===== src/sv/itc_pkg.sv =====
// Package with types and constants of the interval timer.
`timescale 1ns / 1ps
package itc_pkg;
	localparam logic [1:0] KIND_TICK  = 2'd0;
	localparam logic [1:0] KIND_READ  = 2'd1;
	localparam logic [1:0] KIND_WRITE = 2'd2;
	localparam logic [1:0] PORT_CTRL  = 2'd3;
	localparam logic [1:0] ACC_LATCH  = 2'd0;
	localparam logic [1:0] ACC_LSB    = 2'd1;
	localparam logic [1:0] ACC_MSB    = 2'd2;
	localparam logic [1:0] ACC_BOTH   = 2'd3;
	localparam logic [2:0] PH_RELOAD  = 3'd0;
	localparam logic [2:0] PH_GATE    = 3'd1;
	localparam logic [2:0] PH_LOAD    = 3'd2;
	localparam logic [2:0] PH_COUNT   = 3'd3;
	localparam logic [7:0] CTRL_READ  = 8'hFF;

	typedef struct packed {
		logic [1:0] kind;
		logic [1:0] port;
		logic [7:0] write_data;
		logic [2:0] gate_levels;
	} req_t;

	typedef struct packed {
		logic [7:0] read_data;
		logic [2:0] out_levels;
		logic [2:0] out_changed;
	} rsp_t;

	// Per-lane command decoded from one request.
	typedef struct packed {
		logic       tick;
		logic       rd;
		logic       wr;
		logic       ctrl;
		logic [7:0] data;
		logic       gate;
	} lane_cmd_t;

	// Per-lane result.
	typedef struct packed {
		logic [7:0] rdata;
		logic       level;
		logic       changed;
	} lane_res_t;
endpackage


===== src/sv/itc_if.sv =====
// Valid/ready channel interface carrying one payload.
`timescale 1ns / 1ps
interface itc_if #(parameter type T = logic) ();
	logic valid;
	logic ready;
	T     data;
	modport source(output valid, output data, input ready);
	modport sink(input valid, input data, output ready);
endinterface


===== src/sv/itc_lane.sv =====
// One timer channel: state registers and next-state logic for one request.
`timescale 1ns / 1ps
module itc_lane #(
	parameter logic [1:0] CHAN = 2'd0
) (
	input  logic                clk,
	input  logic                arst_n,
	input  logic                step,
	input  itc_pkg::lane_cmd_t  cmd,
	output itc_pkg::lane_res_t  res
);
	import itc_pkg::*;

	logic [5:0]  mode_q;
	logic [15:0] reload_q, count_q, latched_q, staged_q;
	logic        lol_q, armed_q, held_q, out_q, pgate_q, bph_q, first_q;
	logic [2:0]  ph_q;

	logic [5:0]  mode_d;
	logic [15:0] reload_d, count_d, latched_d, staged_d;
	logic        lol_d, armed_d, held_d, out_d, pgate_d, bph_d, first_d, chg;
	logic [2:0]  ph_d, m;
	logic [7:0]  rdata;

	assign m = mode_q[3:1];

	// Next state of the channel for the current request.
	always_comb begin
		logic [2:0] nm;
		mode_d = mode_q; reload_d = reload_q; count_d = count_q;
		latched_d = latched_q; staged_d = staged_q; lol_d = lol_q;
		armed_d = armed_q; held_d = held_q; out_d = out_q; pgate_d = pgate_q;
		bph_d = bph_q; first_d = first_q; ph_d = ph_q; chg = 1'b0; rdata = '0;
		nm = cmd.data[3:1];
		if (cmd.tick) begin
			// Gate edge sampling.
			if (ph_q != PH_RELOAD) begin
				if (!pgate_q && cmd.gate) begin
					if (m != 3'd0 && m != 3'd4) ph_d = PH_LOAD;
				end else if (pgate_q && !cmd.gate) begin
					if (m[1]) begin
						if (!out_q) chg = 1'b1;
						out_d = 1'b1;
						ph_d = PH_GATE;
					end else if (m == 3'd4) begin
						ph_d = PH_GATE;
					end
				end
			end
			pgate_d = cmd.gate;
			if (ph_d == PH_LOAD) begin
				count_d = reload_q;
				out_d = lol_q;
				ph_d = PH_COUNT;
			end else if (ph_d == PH_COUNT && armed_q &&
				(m == 3'd0 || m[1])) begin
				count_d = mode_q[0] ? count_q : count_q - 16'd1;
				if (!held_q) latched_d = count_d;
				if (m == 3'd0) begin
					if (count_d == 16'd0) begin
						if (!out_d) chg = 1'b1;
						out_d = 1'b1;
					end
				end else if (!m[0]) begin
					if (count_d == 16'd1) begin
						if (out_d) chg = 1'b1;
						out_d = 1'b0;
						lol_d = 1'b1;
						ph_d = PH_LOAD;
					end
				end else if (count_d == 16'd0) begin
					chg = 1'b1;
					out_d = !out_d;
					count_d = reload_q;
					ph_d = PH_LOAD;
				end
			end
		end else if (cmd.rd) begin
			case (mode_q[5:4])
				ACC_LSB: begin held_d = 1'b0; rdata = latched_q[7:0]; end
				ACC_MSB: begin held_d = 1'b0; rdata = latched_q[15:8]; end
				ACC_BOTH: begin
					if (!bph_q) begin
						rdata = latched_q[7:0]; bph_d = 1'b1;
					end else begin
						held_d = 1'b0; rdata = latched_q[15:8]; bph_d = 1'b0;
					end
				end
				default: rdata = '0;
			endcase
		end else if (cmd.wr && cmd.ctrl) begin
			if (cmd.data[7:6] == CHAN) begin
				if (cmd.data[5:4] == ACC_LATCH) begin
					latched_d = count_q; held_d = 1'b1;
				end else begin
					mode_d = cmd.data[5:0]; held_d = 1'b0; count_d = '0;
					ph_d = PH_RELOAD; first_d = 1'b1;
					if (nm == 3'd0) begin
						if (out_q) chg = 1'b1;
						out_d = 1'b0; lol_d = 1'b0;
					end else begin
						if (!out_q) chg = 1'b1;
						out_d = 1'b1; lol_d = nm[1];
					end
				end
				bph_d = 1'b0;
			end
		end else if (cmd.wr) begin
			logic ld;
			ld = 1'b0;
			case (mode_q[5:4])
				ACC_LSB: begin staged_d = {8'd0, cmd.data}; ld = 1'b1; end
				ACC_MSB: begin staged_d = {cmd.data, 8'd0}; ld = 1'b1; end
				ACC_BOTH: begin
					if (!bph_q) begin
						staged_d = {staged_q[15:8], cmd.data}; bph_d = 1'b1;
						if (m == 3'd0) begin
							if (out_q) chg = 1'b1;
							out_d = 1'b0; ph_d = PH_RELOAD;
						end
					end else begin
						staged_d = {cmd.data, staged_q[7:0]}; ld = 1'b1; bph_d = 1'b0;
					end
				end
				default: ld = 1'b0;
			endcase
			if (ld) begin
				reload_d = staged_d;
				if (first_q) begin
					ph_d = PH_LOAD; first_d = 1'b0;
				end else if (m == 3'd0 || m == 3'd4) begin
					ph_d = PH_LOAD;
				end
				armed_d = 1'b1;
			end
		end
	end

	// Channel state registers.
	always_ff @(posedge clk or negedge arst_n) begin
		if (!arst_n) begin
			mode_q <= '0; reload_q <= '0; count_q <= '0; latched_q <= '0;
			staged_q <= '0; lol_q <= 1'b0; armed_q <= 1'b0; held_q <= 1'b0;
			out_q <= 1'b0; pgate_q <= 1'b0; bph_q <= 1'b0; first_q <= 1'b1;
			ph_q <= PH_RELOAD;
		end else if (step) begin
			mode_q <= mode_d; reload_q <= reload_d; count_q <= count_d;
			latched_q <= latched_d; staged_q <= staged_d; lol_q <= lol_d;
			armed_q <= armed_d; held_q <= held_d; out_q <= out_d;
			pgate_q <= pgate_d; bph_q <= bph_d; first_q <= first_d; ph_q <= ph_d;
		end
	end

	assign res.rdata   = rdata;
	assign res.level   = out_d;
	assign res.changed = chg;
endmodule


===== src/sv/itc_merge.sv =====
// Merges the lane results into one response word.
`timescale 1ns / 1ps
module itc_merge #(
	parameter int NUM_CHANNELS = 3
) (
	input  itc_pkg::req_t                        req,
	input  itc_pkg::lane_res_t [NUM_CHANNELS-1:0] lres,
	output itc_pkg::rsp_t                        rsp
);
	import itc_pkg::*;

	// Pick the addressed lane's read byte (or the control read value for other ports) and gather level and change bits.
	always_comb begin
		rsp = '0;
		for (int i = 0; i < NUM_CHANNELS; i++) begin
			rsp.out_levels[i]  = lres[i].level;
			rsp.out_changed[i] = lres[i].changed;
			if (req.kind == KIND_READ && req.port == 2'(i))
				rsp.read_data = lres[i].rdata;
		end
		if (req.kind == KIND_READ && {30'd0, req.port} >= NUM_CHANNELS)
			rsp.read_data = CTRL_READ;
	end
endmodule


===== src/sv/interval_timer_three_channel_top.sv =====
// Three-channel interval timer: request channel in, response channel out.
// Usage:
//   Each request carries kind (tick, bus read, bus write), port, write_data
//   and gate_levels. Every accepted request yields exactly one response with
//   read_data, out_levels and out_changed.
//   The response is registered and shows in the cycle after accept.
//   Throughput: one request per cycle; each channel lane updates its state
//   in the accept cycle, and the merge stage feeds a single output register.
//   A request is taken while the output register is empty or being drained,
//   so a stalled receiver holds the response and stops new requests only
//   while the register is full and not taken.
//   Reset: all channels return to waiting for a reload with zero counts and
//   low outputs; the output register is emptied.
`timescale 1ns / 1ps
module interval_timer_three_channel_top #(
	parameter int NUM_CHANNELS = 3
) (
	input logic clk,
	input logic arst_n,
	itc_if.sink   req,
	itc_if.source rsp
);
	import itc_pkg::*;

	logic                             step;
	lane_cmd_t [NUM_CHANNELS-1:0]     cmd;
	lane_res_t [NUM_CHANNELS-1:0]     lres;
	rsp_t                             merged;
	logic                             vld_q;
	rsp_t                             rsp_q;
	req_t                             r;

	assign r = req.data;
	assign req.ready = !vld_q || rsp.ready;
	assign step = req.valid && req.ready;

	// Channel lanes.
	for (genvar i = 0; i < NUM_CHANNELS; i++) begin : g_lane
		always_comb begin
			cmd[i].tick = r.kind == KIND_TICK;
			cmd[i].rd   = r.kind == KIND_READ && r.port == 2'(i);
			cmd[i].wr   = r.kind == KIND_WRITE && (r.port == 2'(i) || r.port == PORT_CTRL);
			cmd[i].ctrl = r.port == PORT_CTRL;
			cmd[i].data = r.write_data;
			cmd[i].gate = r.gate_levels[i];
		end
		itc_lane #(.CHAN(2'(i))) u_lane (
			.clk(clk), .arst_n(arst_n), .step(step), .cmd(cmd[i]), .res(lres[i])
		);
	end

	itc_merge #(.NUM_CHANNELS(NUM_CHANNELS)) u_merge (
		.req(r), .lres(lres), .rsp(merged)
	);

	// Output register.
	always_ff @(posedge clk or negedge arst_n) begin
		if (!arst_n) begin
			vld_q <= 1'b0;
		end else if (step) begin
			vld_q <= 1'b1;
		end else if (rsp.ready) begin
			vld_q <= 1'b0;
		end
	end

	always_ff @(posedge clk) begin
		if (step) begin
			rsp_q <= merged;
		end
	end

	assign rsp.valid = vld_q;
	assign rsp.data  = rsp_q;
endmodule


===== src/flat_wrapper.sv =====
// flat-port wrapper written by rule: the top's interface ports become plain ports
module interval_timer_three_channel_top_flat import itc_pkg::*;
#(
	parameter int NUM_CHANNELS = 3
)
  (clk, arst_n, req_valid, req_data, req_ready, rsp_valid, rsp_data, rsp_ready);
  itc_if #(.T(req_t)) req_i ();
  itc_if #(.T(rsp_t)) rsp_i ();
  input logic clk;
  input logic arst_n;
  input wire logic [$bits(req_i.valid)-1:0] req_valid;
  input wire logic [$bits(req_i.data)-1:0] req_data;
  output wire logic [$bits(req_i.ready)-1:0] req_ready;
  output wire logic [$bits(rsp_i.valid)-1:0] rsp_valid;
  output wire logic [$bits(rsp_i.data)-1:0] rsp_data;
  input wire logic [$bits(rsp_i.ready)-1:0] rsp_ready;
  assign req_i.valid = req_valid;
  assign req_i.data = req_data;
  assign req_ready = req_i.ready;
  assign rsp_valid = rsp_i.valid;
  assign rsp_data = rsp_i.data;
  assign rsp_i.ready = rsp_ready;
  interval_timer_three_channel_top #(.NUM_CHANNELS(NUM_CHANNELS)) u_core (.clk(clk), .arst_n(arst_n), .req(req_i), .rsp(rsp_i));
endmodule

===== config.mk =====
export PLATFORM = sky130hd
export DESIGN_NAME = interval_timer_three_channel_top_flat
export DESIGN_NICKNAME = d
export VERILOG_FILES = /design/src/sv/itc_pkg.sv /design/src/sv/itc_if.sv /design/src/sv/itc_lane.sv /design/src/sv/itc_merge.sv /design/src/sv/interval_timer_three_channel_top.sv /design/src/flat_wrapper.sv
export SDC_FILE = /design/constraint.sdc
export NUM_CORES = 1
export LEC_CHECK = 0
export BUFFER_PORTS_ARGS = -buffer_cell sky130_fd_sc_hd__buf_2
export CAP_MARGIN = 20
export CORE_MARGIN = 2
export CORE_UTILIZATION = 60
export CTS_CLUSTER_SIZE = 10
export DETAILED_ROUTE_END_ITERATION = 8
export PLACE_DENSITY = 0.74
export SLEW_MARGIN = 5
export SYNTH_ARGS = -nofsm -noshare
export SYNTH_HDL_FRONTEND = slang
export SYNTH_SLANG_ARGS = --single-unit
export TNS_END_PERCENT = 10

===== constraint.sdc =====
create_clock -name clk -period 8.97 [get_ports clk]
set_input_delay 1.794 -clock clk [delete_from_list [all_inputs] [get_ports clk]]
set_output_delay 1.794 -clock clk [all_outputs]
set_load 0.1 [all_outputs]

Word level (Yosys, flattened, before mapping)
Cells that the tools add are included.
Widths: inputs -> output; s select.
Cells by class
  div/mod/pow operators: 0
  multiplexer cells: 381
  shift operators: 0
  bitwise logic cells: 8
  multiply operators: 0
  add/subtract/negate cells: 3
  eq/ne operators: 77
  reduce and logical (&&, ||, !) cells: 123
  magnitude comparators: 1
Operators with widths (count)
  $mux 16: 58
  $mux 1: 229
  $mux 3: 73
  $pmux 16 s3: 3
  $mux 8: 9
  $pmux 8 s3: 3
  $reduce_and 6->1: 12
  $eq 16x1->1 const B: 3
  $logic_not 16->1: 3
  $sub 16x1->16 const B: 3
  $ne 2x2->1 const B: 23
  $reduce_bool 2->1: 20
  $ne 3x3->1 const B: 12
  $reduce_bool 3->1: 12
  $reduce_and 10->1: 3
  $reduce_and 5->1: 6
  $logic_and 1x1->1: 26
  $reduce_and 8->1: 3
  $reduce_and 7->1: 3
  $eq 2x2->1 const B: 10
  $eq 3x2->1 const B: 6
  $ne 3x1->1 const B: 6
  $eq 2x1->1 const B: 6
  $logic_not 3->1: 4
  other kinds (12): 57
Storage, ports and cells
  bits in latches: 0
  bits of input ports: 19
  bits in writable memories: 0
  memories kept: 0
  memory bits (read-only): 0
  flip-flop bits (word level): 255

Logic depth before layout (Yosys ltp)
Gate-level depths: netlist of run 1.
  depth after elaboration: 13
  gate-level depth with buffers: 17
  gate-level depth less buffers: 15

Cells and area by module
From an unflattened synthesis of run 1, not the netlist that was laid out.
Second synthesis, totals
  cells, all modules: 1801
  area total of the unflattened synthesis: 15892.7 µm²
Modules (own cells, without submodules)
  itc_lane at u_core.g_lane[0].u_lane: sequential area each 2003.2 µm², area each 5052.3 µm², instances 1, cells an instance 592
  itc_lane at u_core.g_lane[1].u_lane: sequential area each 2003.2 µm², area each 5042.3 µm², instances 1, cells an instance 574
  itc_lane at u_core.g_lane[2].u_lane: sequential area each 2003.2 µm², area each 4942.2 µm², instances 1, cells an instance 572
  interval_timer_three_channel_top: sequential area each 445.4 µm², area each 585.6 µm², instances 1, cells an instance 35
  itc_merge: sequential area each 0.0 µm², area each 270.3 µm², instances 1, cells an instance 28

Worst setup path after synthesis of run 1
Ideal clock, no wire load.
  path type: input to register
  start point: input port rsp_ready
  end point: register u_core.g_lane[2].u_lane.count_q[4]
  slack: 4.181 ns
  stages: 9
  path buffers: 2
  arrival time: 4.664 ns
  cells stage by stage: nand2b_1 -> nand2_1 -> inv_2 -> clkbuf_1 -> nand2_1 -> nor2_1 -> clkbuf_1 -> o31ai_1 -> o2bb2ai_1
Between the ends
  longest elaborated chain between the ends: 3
Ends and longest elaborated chain
  from (decl): RTL line flat_wrapper.sv:16  | input wire logic [$bits(rsp_i.ready)-1:0] rsp_ready;
  $logic_or 1x1->1: RTL line interval_timer_three_channel_top.sv:34  | assign req.ready = !vld_q || rsp.ready;
  $logic_and 1x1->1: RTL line interval_timer_three_channel_top.sv:35  | assign step = req.valid && req.ready;
  net u_core.g_lane[0].u_lane.step: RTL line itc_lane.sv:8  | input logic step,
  $reduce_and 6->1 (no source line)
  to (signal assigned): RTL line itc_lane.sv:147  | mode_q <= mode_d; reload_q <= reload_d; count_q <= count_d;
  to (decl): RTL line itc_lane.sv:15  | logic [15:0] reload_q, count_q, latched_q, staged_q;
The timed path passes the listed nets, and every way through them passes these cells.
A chain may end at the register's enable or synchronous reset.

Worst setup path in the final report of run 1
  start point: input port req_data[14]
  end point: register u_core.g_lane[2].u_lane.count_q[2]
Between the ends
  longest elaborated chain between the ends: 5
Ends and longest elaborated chain
  from (decl): RTL line flat_wrapper.sv:12  | input wire logic [$bits(req_i.data)-1:0] req_data;
  $eq 2x2->1: RTL line interval_timer_three_channel_top.sv:42  | cmd[i].wr = r.kind == KIND_WRITE && (r.port == 2'(i) || r.port == PORT_CTRL);
  $logic_and 1x1->1: RTL line interval_timer_three_channel_top.sv:42
  $logic_and 1x1->1: RTL line itc_lane.sv:91  | end else if (cmd.wr && cmd.ctrl) begin
  $reduce_bool 2->1 (no source line)
  $reduce_and 6->1 (no source line)
Parallel ways exist; a longest one is shown, timed or not.

==> results.md, run 1 <==
Clock tree:
- Counting the buffers created by CTS gives 30.
- The H-tree depth is 1.
- At the later pin of the worst-skew pair, clock insertion delay measures around 570 ps.
- The number of buffers on the longest clock path is 3.
- The total clock sinks is roughly 260.
- The count of hold buffers inserted by post-cts repair is 0.
- After clock tree synthesis, the clock-pin slew on the worst setup and hold paths is 60 ps.
- The post-CTS setup buffer count is 0.
- Post-CTS repair changed the size of 0 cells.
- The root buffer cell is sky130_fd_sc_hd__clkbuf_16.
- The TritonCTS clock tree is done.

Routing:
- The number of remaining DRC errors is 0.
- The vias per cell is between 6 and 7.
- The first-iteration detailed-routing DRC count is about 1,300.
- The wire length per cell after detailed routing is 21.38 um.
- Once detail routing completed, the nets flagged for antenna violations numbered 0.
- The total length of routed wires is 40,970 um.
- The via count of the routed design is between 10,000 and 15,000.
- The count of TritonRoute iterations in the first routing pass is 6.

Global routing:
- The number of global-route vias before repair is roughly 12,000.
- The initial antenna violation count is 1.
- The total routing usage reported by global routing is between 30% and 40%.
- The wire length of the first global-routing pass is roughly 65,000 um.
- The global-route congestion overflow total is 0.
- The largest net degree at the start of global routing is 111.

Pwr:
- Internal power comes to 2769 uW.
- The total power per unit cell area is 292.2 nW/um2.
- The design draws ~4600 uW.
- Sequential cells burn around 40% of the power.
- Of the total power, the clock network draws roughly a quarter.
- The reported net switching power is around 1800 uW.
- The reported leakage power is roughly 0.0067 uW.
- The highest ir drop seen on vdd is between 0.2 and 0.25 mV.
- The relative contribution of combinational cells to total power is ~36%.
- The switching power share of the total is 39.71%.

Placement:
- The number of port buffers is 34.
- The detailed placer's ending HPWL is between 20,000 and 30,000 um.
- The placed cell count is about 1,900.
- The post-placement cell area is ~15,000 um2.
- The weighted congestion at the end of routability-driven global placement is approximately 0.95.

Synth:
- The synthesized netlist net count is 1,678.
- After synthesis, the mean cell area works out to approximately 9.0 um2.
- The proportion of synthesized flip-flops having asynchronous set or reset is 94.51%.
- The number of unique standard cell types used by synthesis is 85.
- The cell type contributing the most total cell area after synthesis is sky130_fd_sc_hd__dfrtp_1.
- Synthesis produced a netlist whose cell count is between 1,500 and 2,000.
- The share of the synthesized area in the top cell type is 40.62%.
- The cell area that synthesis handed to floorplanning was ~15,000 um2.
- The synthesized flop and latch total is ~260.
- The register area share after synthesis is between 40% and 50%.
- In the synthesized netlist the dominant register cell turns out to be sky130_fd_sc_hd__dfrtp_1.
- The Yosys step of the flow raised 0 warnings.
- The synthesized design contains 14 enable-type register cells.
- By area the synthesized netlist is led by sky130_fd_sc_hd__dfrtp_1 (41%), sky130_fd_sc_hd__nor2_1 (4.8%), sky130_fd_sc_hd__a22oi_1 (3.7%).

Worst setup path:
- The number of cell instances on the worst register-to-register path is 12.
- STA puts the critical path data arrival time at roughly 5100 ps.
- STA classifies the critical path endpoint as a flop.
- The reg-to-reg endpoint is u_core.rsp.data[3]$_DFFE_PP_.
- The critical path required time is ~9400 ps.
- The worst register-to-register path has a setup slack of roughly 5000 ps.
- The launch point of the worst reg-to-reg path is u_core.g_lane[0].u_lane.count_q[0]$_DFFE_PN0P_.
- STA classifies the critical path startpoint as a primary input.
- The largest driver fanout on the critical path is 29.
- The worst setup path is of the in -> reg kind.

Final layout:
- In the layout the commonest cells are sky130_fd_sc_hd__dfrtp_1 (238), sky130_fd_sc_hd__nor2_1 (185), sky130_fd_sc_hd__nand2_1 (142).
- The most common cell after layout, fill and taps aside is sky130_fd_sc_hd__dfrtp_1.
- 0 antenna diodes ended up in the layout.
- The layout-stage area growth over the synthesis result is 7.212%.
- The layout net count is roughly 1,600.
- The filler cell count in the final layout is roughly 2,000.
- With fillers left out, the area of the finished cells amounts to around 16,000 um2.
- The final standard cell count with taps included and fillers excluded is 1,916.
- Cells with a size suffix above 1 make up under 10% of the layout.

STA:
- Setup repair after global routing left no endpoint under its margin.
- The achievable frequency is 215.8 MHz.
- The setup violation total in the final timing report is 0.
- The largest clock skew in the final design is between 15 and 20 ps.
- The remaining max-slew budget at the tightest pin is between 20 and 30%.
- The setup TNS is 0 ps.
- After layout, the worst path uses roughly half of the clock period.
- The count of pins over their slew limit is 0.
- The final hold violation count is 0.
- The final critical-path required period is roughly 4600 ps.
- The transition time of the tightest slew-check pin is around 1100 ps.

Die:
- The area of the core region is between 20,000 and 25,000 um2.
- During I/O placement, the number of pins put on the boundary was 35.
- The die span in x is between 150 and 200 um.
- The die outline height is approximately 160 um.
- The cell row count is 57.
- The initial core utilization is 60.64%.
- The die covers approximately 26,000 um2.

Hold path:
- Counting instances, the worst hold path has a depth of 2.
- For hold timing, the worst endpoint is u_core.g_lane[1].u_lane.first_q$_DFFE_PN1P_.
- The source of the worst hold timing path is u_core.g_lane[1].u_lane.first_q$_DFFE_PN1P_.
- In this run the worst hold path is classified as reg -> reg.

Outcome:
- The run finished with clean final reports.

Flow run:
- The tool flagged a number of max-cap violations equal to 0.
## kinds of logic (layout without fill, tap and decap cells)
| group | after synthesis | count (layout) | share of synthesized area (%) |
|---|---|---|---|
| muxes | 65 | 65 | 4.592 |
| AOI/OAI and AO/OA | 498 | 498 | 23.01 |
| adders and majority gates | 28 | 28 | 2.390 |
| and+or+nand+nor | 537 | 537 | 17.34 |
| DFF | 255 | 255 | 44.03 |
| xor gates and xnor gates | 58 | 58 | 3.465 |
| buffers and inverters | 190 | 151 | 5.172 |
## per-layer routing
layer	GRT usage [%]	routed length (um)	vias up
li1	-	-	5776
met1	45.80	17950	6076
met2	49.11	18470	473
met3	5.940	3146	93
met4	10.73	1386	2
met5	0	14	-
## through the flow
step | utilization (%) | setup WS [ps] | hold WS [ps]
CTS | 64.87 | 4413 | 480.3
finish | 65.01 | 4337 | 478.0
floorplan | - | 4181 | 444.6
global placement | 61.39 | 3963 | 464.2
global route | 65.01 | 4100 | 485.6
detailed placement | 61.39 | 3869 | 470.1
## flip-flops by register name (all words and copies together), names as in the netlist, 3 cells and up
signal	cells
u_core.g_lane.u_lane.held_q	3
u_core.g_lane.u_lane.reload_q	48
u_core.g_lane.u_lane.latched_q	48
u_core.g_lane.u_lane.mode_q	18
u_core.g_lane.u_lane.pgate_q	3
u_core.g_lane.u_lane.count_q	48
u_core.g_lane.u_lane.staged_q	48
u_core.rsp.data	14
u_core.g_lane.u_lane.first_q	3
u_core.g_lane.u_lane.lol_q	3
u_core.g_lane.u_lane.armed_q	3
u_core.g_lane.u_lane.ph_q	9
u_core.g_lane.u_lane.bph_q	3
u_core.g_lane.u_lane.out_q	3
## synthesized netlist by cell type, types with 16 or more instances
master	instances
sky130_fd_sc_hd__a21oi_1	77
sky130_fd_sc_hd__a22o_1	49
sky130_fd_sc_hd__a22oi_1	73
sky130_fd_sc_hd__a31oi_1	35
sky130_fd_sc_hd__clkbuf_1	104
sky130_fd_sc_hd__dfrtp_1	238
sky130_fd_sc_hd__ha_1	28
sky130_fd_sc_hd__inv_1	62
sky130_fd_sc_hd__mux2_2	18
sky130_fd_sc_hd__mux2i_1	47
sky130_fd_sc_hd__nand2_1	142
sky130_fd_sc_hd__nand2b_1	18
sky130_fd_sc_hd__nand3_1	26
sky130_fd_sc_hd__nor2_1	187
sky130_fd_sc_hd__nor2b_1	31
sky130_fd_sc_hd__nor3_1	32
sky130_fd_sc_hd__nor4_1	17
sky130_fd_sc_hd__o21ai_0	46
sky130_fd_sc_hd__o21ai_1	65
sky130_fd_sc_hd__o22ai_1	34
sky130_fd_sc_hd__or3_1	16
sky130_fd_sc_hd__xnor2_1	50
## power by group through the flow
stage | sequential (uW) | combinational [uW] | clock [uW]
final | 1850 | 1660 | 1080
after global routing | 1890 | 1830 | 1140
after CTS | 1840 | 1650 | 1090
after detailed placement | 1850 | 1630 | 0
after global placement | 1840 | 1600 | 0
after floorplan | 1740 | 1320 | 0
## how the worst max path moves through the flow
stage	start	slack, ps	end	cells past startpoint
floorplan	rsp_ready	4180	u_core.g_lane[2].u_lane.count_q[4]$_DFFE_PN0P_	9
global placement	req_data[14]	3960	u_core.g_lane[2].u_lane.count_q[2]$_DFFE_PN0P_	7
detailed placement	req_data[14]	3870	u_core.g_lane[2].u_lane.count_q[2]$_DFFE_PN0P_	7
CTS	req_data[14]	4410	u_core.g_lane[2].u_lane.count_q[2]$_DFFE_PN0P_	7
global route	rsp_ready	4100	u_core.g_lane[2].u_lane.count_q[10]$_DFFE_PN0P_	8
finish	req_data[14]	4340	u_core.g_lane[2].u_lane.count_q[2]$_DFFE_PN0P_	7
## layout make-up
cell class,instances,area (um2),area share [%]
flip-flops and latches,255,6455,41.07
multi-input cells,1186,7498,47.71
clock inverters,2,21.27,0.1353
repair buffers,46,282.8,1.799
clock buffers,40,818.3,5.206
inverters,63,236.5,1.505
well taps,324,405.4,2.579
## critical path, cell delays in order
cell	delay [ps]
sky130_fd_sc_hd__buf_2	170
sky130_fd_sc_hd__nor2_4	690
sky130_fd_sc_hd__buf_4	500
sky130_fd_sc_hd__a32oi_1	220
sky130_fd_sc_hd__nor2_1	780
sky130_fd_sc_hd__nand2_1	620
sky130_fd_sc_hd__o22ai_1	300
Power figures use the tool's default switching activity.
==> run 2: changes to the inputs <==
Settings changed: ABC_AREA from default to 1, CORE_UTILIZATION 60 to 58, PLACE_DENSITY 0.74 to 0.75.
Clock period 8.97 ns to 4.1 ns, I/O delays scaled along.
==> run 2 against run 1 <==
  * Synthesized cell count grew 33%
  * Non-clock buffer count is 13 higher
  * Power up 110%
  * Critical path type is now reg -> reg
  * Clock-buffer cell count grew 10
  * Global-route usage fell by 0.30 points
  * Register-to-register slack got worse by 4400 ps
  * Combinational power rose by 130%
  * Worst hold slack got worse by 220 ps
==> results.md, run 2 <==
Clock tree:
- Buffers inserted during clock tree synthesis total 30.
- The number of buffers on the longest clock path is 3.
- The count of hold buffers inserted by post-cts repair is 0.
- For this design, the sink count on the clock tree is 255.
- The number of gates given a new drive strength after cts is 0.
- In this run the clock root is driven by a sky130_fd_sc_hd__clkbuf_16.
- Once the clock tree was built, the setup fixing pass inserted 0 buffers.
- The H-tree depth is 1.
- The clock latency on the worst-skew pair is between 500 and 600 ps.
- After clock tree synthesis, the clock-pin slew on the worst setup and hold paths is around 60 ps.
- TritonCTS built the clock tree.

Pwr:
- The fraction of power consumed by sequential logic is between 30% and 40%.
- For this design the total switching power over the nets is ~4100 uW.
- The total power after layout is between 9000 and 10,000 uW.
- The highest ir drop seen on vdd is roughly 0.46 mV.
- The total power per unit cell area is just under 600 nW/um2.
- The analysis attributes to cell leakage a power of about 0.0083 uW.
- The internal cell power is roughly 5600 uW.
- Of the total power, the share spent switching nets is a little over two fifths.
- Per report_power, the combinational group accounts for approximately 40% of the total.
- The part of the power in the clock network is between 20% and 30%.

Synth:
- After synthesis, the largest area contributor takes up a little under 40% of total cell area.
- The most common cell in the netlist is sky130_fd_sc_hd__nand2_1.
- The mean area per synthesized cell is a little over 7 um2.
- Ranked by total cell area, the synthesized netlist is headed by sky130_fd_sc_hd__dfrtp_1 (39%), sky130_fd_sc_hd__nand2_1 (15%), sky130_fd_sc_hd__o21ai_0 (9.8%).
- The number of instances in the synthesized netlist is between 2,000 and 2,500.
- The share of the Yosys chip area taken by registers is between 40 and 50%.
- In this run the cell area of the synthesized design comes to approximately 15,000 um2.
- After synthesis the netlist holds a flip-flop and latch count of approximately 260.
- Of all flip-flops after synthesis, the portion carrying an async set or reset was 94.51%.
- The cell type contributing the most total cell area after synthesis is sky130_fd_sc_hd__dfrtp_1.
- Ranked by instance count, the synthesized netlist is headed by sky130_fd_sc_hd__nand2_1 (628), sky130_fd_sc_hd__o21ai_0 (301), sky130_fd_sc_hd__inv_1 (291).
- The most common flop cell mapped by yosys is sky130_fd_sc_hd__dfrtp_1.
- The number of synthesized flops with an enable pin is 14.
- The number of nets in the synthesized netlist is between 2,000 and 2,500.
- The total number of yosys warnings is 0.
- The number of unique standard cell types used by synthesis is 52.

Worst setup path:
- Tracing the worst setup path back leads to its startpoint at u_core.g_lane[2].u_lane.mode_q[0]$_DFFE_PN0P_.
- The data arrival time of the critical path is 3960 ps.
- STA classifies the critical path startpoint as a flop.
- The critical path required time is about 4500 ps.
- The endpoint type of the worst setup path is a flop.
- The launch point of the worst reg-to-reg path is u_core.g_lane[2].u_lane.mode_q[0]$_DFFE_PN0P_.
- The largest driver fanout on the critical path is 22.
- For this design, the slowest cell found on the critical path is sky130_fd_sc_hd__nand2_1.
- Counting both buffers and inverters, the worst setup path holds a total of 1.
- The type of the setup path with the least slack is reg -> reg.
- The biggest cell delay along the critical path is roughly 700 ps.
- The critical path goes through inv_2 > nand3_1 > nor2_1 > nand3_1 > nand2_1 > nand3_1 > nor2_1 > nand4_1 > nand2_1 > nand2_1 > o211ai_1 > nand2_1.
- Among the stages of the critical path, the cell type that occurs most often is sky130_fd_sc_hd__nand2_1.
- The kind of cell with the highest combined delay on the critical path is simple AND/OR/NAND/NOR gates.

Global routing:
- Entering global routing, the biggest net connects 85 pins.
- The initial antenna violation count was 1.
- The wire length of the first global-routing pass is approximately 70,000 um.
- Across every metal layer, demand over resource in global routing totals 31.58%.
- The global-route congestion overflow total is 0.
- The number of global-route vias before repair was 14,090.

Placement:
- In this run the tool buffered the top-level ports with 34 buffer cells.
- At the placement stage, the worst setup path has a slack of a little under 700 ps.
- The weighted congestion at the end of routability-driven global placement is slightly below 1.
- After detailed placement, the design holds a cell count of roughly 2,500.
- The detailed placer's ending HPWL is around 32,000 um.

STA:
- The setup violation total in the final timing report is 0.
- The achievable frequency is 282.9 MHz.
- At the pin with the least slew margin, the transition time is just over 900 ps.
- The setup TNS is 0 ps.
- The final-layout worst hold slack is approximately 260 ps.
- The largest clock skew in the final design is approximately 11 ps.
- The portion of the clock cycle consumed by the worst path in the final layout is 86.20%.
- Across all setup checks in the final design, the least slack found is roughly 570 ps.
- The final hold violation count is 0.
- The clock period could shrink to approximately 3500 ps.
- The worst pin sits at a relative slew slack of between 30% and 40%.
- The count of pins over their slew limit is 0.
- Setup repair after global routing left no endpoint under its margin.

Final layout:
- Once layout is complete, the cells apart from fillers number 2,530.
- 0 antenna diodes ended up in the layout.
- In the layout the commonest cells are sky130_fd_sc_hd__nand2_1 (628), sky130_fd_sc_hd__o21ai_0 (301), sky130_fd_sc_hd__inv_1 (290).
- Cells with a size suffix above 1 make up between 8 and 9% of the layout.
- The most common cell after layout, fill and taps aside is sky130_fd_sc_hd__nand2_1.
- The layout net count is 2,224.
- Relative to the synthesized area, the layout overhead comes to 8.898%.

Die:
- For this design the top-level I/O count stands at 35.
- In this run the vertical extent of the chip is 166.4 um.
- The floorplan step defined a die boundary enclosing between 20,000 and 30,000 um2.
- The floorplan step defined a core boundary enclosing about 26,000 um2.
- The initial utilization of the core area, before any placement, comes to ~59%.
- The die span in x is roughly 170 um.
- The cell row count is 59.

Routing:
- After detailed routing, the number of vias per cell comes to just under 6.
- The wire length on met2 is between 20,000 and 25,000 um.
- In the final routed layout, each cell accounts on average for between 15 and 20 um.
- The pre-antenna-repair detailed-routing pass consisted of 6 iterations.
- Summed over all nets, wire length on met3 after detailed routing comes to around 3600 um.
- The highest layer used for signal routing is met5.
- The detailed router placed 14,630 vias in this run.
- The first-iteration detailed-routing DRC count is approximately 1,400.
- Wires add up to ~44,000 um.
- In the routed design, unresolved DRC markers number 0.
- The routed length on met1 is around 18,000 um.
- The count of antenna-violating nets left after detailed routing is 0.

Outcome:
- The flow ran to the end, and the final reports show no timing, DRC or antenna violations.

Flow run:
- Max-cap violations in this run came to 0.

Hold path:
- The worst min-delay path category is in -> async.
[run 2: changes by cell type after synthesis, moves of 33 or more]
cell / before / now
sky130_fd_sc_hd__nand2_1: 142 / 628
sky130_fd_sc_hd__o21ai_0: 46 / 301
sky130_fd_sc_hd__inv_1: 62 / 291
sky130_fd_sc_hd__nand3_1: 26 / 107
sky130_fd_sc_hd__a22oi_1: 73 / 15
sky130_fd_sc_hd__clkbuf_1: 104 / 47
sky130_fd_sc_hd__xnor2_1: 50 / 1
sky130_fd_sc_hd__a22o_1: 49 / 1
sky130_fd_sc_hd__mux2i_1: 47 / 0
sky130_fd_sc_hd__o21ai_1: 65 / 23
sky130_fd_sc_hd__a21oi_1: 77 / 39
sky130_fd_sc_hd__a31oi_1: 35 / 2
[run 2: worst reg2reg max path, cell delays in order, from the launching register on]
cell	delay, ps
sky130_fd_sc_hd__dfrtp_1	510
sky130_fd_sc_hd__inv_2	140
sky130_fd_sc_hd__nand3_1	80
sky130_fd_sc_hd__nor2_1	550
sky130_fd_sc_hd__nand3_1	140
sky130_fd_sc_hd__nand2_1	160
sky130_fd_sc_hd__nand3_1	110
sky130_fd_sc_hd__nor2_1	260
sky130_fd_sc_hd__nand4_1	450
sky130_fd_sc_hd__nand2_1	700
sky130_fd_sc_hd__nand2_1	130
sky130_fd_sc_hd__o211ai_1	110
sky130_fd_sc_hd__nand2_1	90
[run 2: cell families (layout without fill, tap and decap cells)]
family          after synthesis  in the layout  share of synthesized area (%)
compound gates              465            465                          16.65
simple gates               1003           1003                          27.38
fa+ha+maj                    28             28                          2.290
buf+inv                     392            424                          10.10
flops                       255            255                          42.19
mux                          15             15                          1.104
xor+xnor                      5              5                         0.2862
[run 2: final timing paths]
path / endpoint / slack, ps / depth (start not counted)
setup / recovery: u_core.g_lane[2].u_lane.count_q[1]$_DFFE_PN0P_ / 570 / 12
max in group asynchronous: u_core.g_lane[0].u_lane.count_q[10]$_DFFE_PN0P_ / 2920 / 2
hold / removal: u_core.g_lane[1].u_lane.lol_q$_DFFE_PN0P_ / 260 / 1
setup reg to reg: u_core.g_lane[2].u_lane.count_q[1]$_DFFE_PN0P_ / 570 / 12
hold reg to reg: u_core.g_lane[2].u_lane.armed_q$_DFFE_PN0P_ / 470 / 1
min in group clk: u_core.g_lane[2].u_lane.armed_q$_DFFE_PN0P_ / 470 / 1
[run 2: layout make-up]
type                            count  area (um2)
Fill cell                        2343        9324
Multi-Input combinational cell   1516        7322
Sequential cell                   255        6455
Inverter                          315        1187
Clock buffer                       50       897.1
Tap cell                          335       419.2
Timing Repair Buffer               59       380.4
[run 2: power groups by stage]
stage / registers [uW] / logic, uW / clock network, uW
2_1_floorplan: 3370 / 2830 / 0
3_3_place_gp: 3390 / 3660 / 0
3_5_place_dp: 3400 / 3730 / 0
4_1_cts: 3370 / 3760 / 2510
5_1_grt: 3420 / 4330 / 2600
6_report: 3380 / 3820 / 2470
[run 2: routing by layer]
metal,track usage [%],up-vias
met5,0,-
met4,10.87,2
met2,53.25,622
met3,5.442,119
met1,41.43,6875
li1,-,7016
[run 2: through the flow]
| step | util, % | area, um2 |
|---|---|---|
| 3_3_place_gp | 60.67 | 15760 |
| 2_1_floorplan | - | 15300 |
| 6_report | 64.12 | 16660 |
| 4_1_cts | 64.12 | 16660 |
| 3_5_place_dp | 60.67 | 15760 |
| 5_1_grt | 64.12 | 16660 |
==> run 3: changes to the inputs <==
Settings changed: RECOVER_POWER from default to 50, TNS_END_PERCENT 10 to 30.
==> run 3 against run 2 <==
  * The flow now finishes with violations (max-capacitance violations, max-slew violations)
  * Setup slack got worse by 17 ps
  * Core utilization decreased by 0.12 points
  * Final cell count unchanged
  * Die area unchanged
  * Power about the same
  * Via count decreased by 0.25%
==> results.md, run 3 (synthesis gave the netlist of run 2 again) <==
Clock tree:
- The H-tree depth is 1.
- Buffers inserted to repair hold after CTS numbered 0.
- The number of gates resized after CTS was 0.
- Counting along the longest clock path gives a buffer depth of 3.
- Buffers added to address setup during post-CTS repair amount to 0.
- The clock transition at the register clock pins on the worst setup and hold paths after CTS is 60 ps.
- The clock latency on the worst-skew pair is between 500 and 600 ps.
- The clock net in this run drives a total of about 260 sinks.
- The TritonCTS clock tree is done.
- CTS placed an instance of sky130_fd_sc_hd__clkbuf_16 at the clock tree root.
- In this run, CTS created clock tree buffers numbering 30.

Worst setup path:
- The worst setup path is launched from a flop.
- The sum of buffers and inverters on the critical path is 1.
- The signal on the critical path passes through inv_2 > nand3_1 > nor2_1 > nand3_1 > nand2_1 > nand3_1 > nor2_1 > nand4_1 > nand2_1 > nand2_1 > o211ai_1 > nand2_1.
- At the worst endpoint, the arrival time is a little under 4000 ps.
- The worst setup path is of the reg -> reg kind.
- The slowest stage of the critical path belongs to the cell sky130_fd_sc_hd__nand2_1.
- The kind of cell with the highest combined delay on the critical path is simple AND/OR/NAND/NOR gates.
- On the worst path, the slowest cell contributes a delay of roughly 700 ps.
- In this run the worst path has a maximum fanout of 22.
- The endpoint type of the worst setup path is a flop.
- For the worst setup path, the data required time is 4530 ps.
- The library cell appearing most often on the critical path is sky130_fd_sc_hd__nand2_1.

Outcome:
- The final reports fail on max-capacitance violations, max-slew violations.
- The flow ran to the end, but the final reports show violations.

Flow run:
- The number of maximum-capacitance constraint violations is 2.

STA:
- The setup violation total in the final timing report is 0.
- Headroom to the max-slew limit came out at -45.31%.
- The final hold violation count is 0.
- Derived from the worst setup path, the maximum achievable clock frequency is 281.6 MHz.
- In the final timing run, aggregate negative setup slack is 0 ps.
- The setup slack of the critical path after layout is approximately 550 ps.
- The transition time of the tightest slew-check pin is around 2200 ps.
- The count of pins over their slew limit is approximately 110.
- The portion of the clock cycle consumed by the worst path in the final layout is around 87%.
- The final critical-path required period is between 3000 and 4000 ps.
- Setup repair after global routing left no endpoint under its margin.
- The largest clock skew in the final design is about 11 ps.

Final layout:
- The final layout contains approximately 2,200 nets.
- The most common cell after layout, fill and taps aside is sky130_fd_sc_hd__nand2_1.
- The top cell types in the final layout, fill and taps aside, are sky130_fd_sc_hd__nand2_1 (628), sky130_fd_sc_hd__o21ai_0 (301), sky130_fd_sc_hd__inv_1 (290).
- In the final layout, the share of cells above drive strength 1 is 7.699%.
- The layout-stage area growth over the synthesis result is 8.702%.
- The final standard cell count with taps included and fillers excluded is between 2,000 and 3,000.
- Once layout is complete, the utilization of the core stands at 64.00%.
- The number of inserted diodes is 0.
- The filler cell count in the final layout is approximately 2,400.

Routing:
- The count of TritonRoute iterations in the first routing pass is 7.
- In the final routed layout, each cell accounts on average for roughly 17 um.
- After detailed routing, the number of vias per cell comes to slightly below 6.
- In this run the remaining antenna-violating nets after routing total 0.
- The via count of the routed design is approximately 15,000.
- For this block, the initial DRC count from the detailed router was 1,451.
- After detailed routing, the total wire length is roughly 44,000 um.
- The number of remaining DRC errors is 0.

Die:
- For this configuration, the core starts out at a cell density of 58.88%.
- The initialized floorplan defines 59 standard-cell rows.
- The die outline area is about 28,000 um2.
- The die is 166.4 um wide.
- From bottom edge to top edge, the die measures about 170 um.
- The area of the core region is ~26,000 um2.
- The I/O pin count is 35.

Hold path:
- The tightest min-delay check is of the reg -> reg type.

Pwr:
- The total power after layout is a little under 10,000 uW.
- The highest ir drop seen on vdd is 0.4613 mV.
- Dividing total power by cell area gives a power density of 581.4 nW/um2.
- The reported leakage power is a little over 0.008 uW.

Placement:
- At the placement stage, the worst setup path has a slack of between 600 and 700 ps.
- After legalization and detailed placement, the total HPWL measured between 30,000 and 40,000 um.
- The number of port buffers is 34.
- The placed cell count is around 2,500.
- At the end of routability-driven placement, the weighted congestion stood at around 0.97.

Global routing:
- The total routing usage reported by global routing is 31.58%.
- The global-route congestion overflow total is 0.
- The number of global-route vias before repair is 14,090.
- The wire length of the first global-routing pass is between 70,000 and 80,000 um.
- The initial antenna violation count is 1.
- Entering global routing, the biggest net connects 85 pins.
run 3: power breakdown:
| part | leakage [uW] | switching (uW) | internal [uW] |
|---|---|---|---|
| clock network | 0.000434 | 1010 | 1460 |
| logic | 0.00465 | 2670 | 1150 |
| registers | 0.00317 | 383 | 3000 |
| total | 0.00826 | 4060 | 5610 |
run 3: worst paths after layout:
kind / startpoint / to / slack (ps) / depth (start not counted)
max: u_core.g_lane[2].u_lane.mode_q[0]$_DFFE_PN0P_ / u_core.g_lane[2].u_lane.count_q[1]$_DFFE_PN0P_ / 550 / 12
min reg2reg: u_core.g_lane[2].u_lane.armed_q$_DFFE_PN0P_ / u_core.g_lane[2].u_lane.armed_q$_DFFE_PN0P_ / 470 / 1
min: u_core.g_lane[2].u_lane.armed_q$_DFFE_PN0P_ / u_core.g_lane[2].u_lane.armed_q$_DFFE_PN0P_ / 470 / 1
max reg2reg: u_core.g_lane[2].u_lane.mode_q[0]$_DFFE_PN0P_ / u_core.g_lane[2].u_lane.count_q[1]$_DFFE_PN0P_ / 550 / 12
min in group asynchronous: arst_n / u_core.g_lane[1].u_lane.lol_q$_DFFE_PN0P_ / 900 / 1
max in group asynchronous: arst_n / u_core.g_lane[2].u_lane.count_q[8]$_DFFE_PN0P_ / 840 / 2
run 3: layout make-up:
| cell class | count | area, um2 | share of cell area [%] |
|---|---|---|---|
| inverters | 315 | 1187 | 7.140 |
| well taps | 335 | 419.2 | 2.520 |
| flip-flops and latches | 255 | 6455 | 38.81 |
| repair buffers | 59 | 352.8 | 2.122 |
| multi-input cells | 1516 | 7320 | 44.01 |
| clock buffers | 50 | 897.1 | 5.394 |
run 3: worst reg2reg max path, stage by stage, from the launching register on:
cell and delay [ps]:
sky130_fd_sc_hd__dfrtp_1 510, sky130_fd_sc_hd__inv_2 140, sky130_fd_sc_hd__nand3_1 80, sky130_fd_sc_hd__nor2_1 560, sky130_fd_sc_hd__nand3_1 150, sky130_fd_sc_hd__nand2_1 160, sky130_fd_sc_hd__nand3_1 110, sky130_fd_sc_hd__nor2_1 250
sky130_fd_sc_hd__nand4_1 450, sky130_fd_sc_hd__nand2_1 700, sky130_fd_sc_hd__nand2_1 130, sky130_fd_sc_hd__o211ai_1 110, sky130_fd_sc_hd__nand2_1 90
run 3: stage by stage:
step	hold slack, ps	cell area, um2
after CTS	269.2	16660
final	470.0	16630
after detailed placement	448.6	15760
after global placement	452.2	15760
after global routing	498.2	16630
after floorplan	428.4	15300
run 3: layer usage:
metal	part of all wire (%)	vias to the layer above	global-route usage, %
met5	0.025	-	0
met4	3.9	2	10.87
met3	8.2	124	5.442
met2	47	630	53.25
met1	41	6828	41.43
li1	-	7014	-
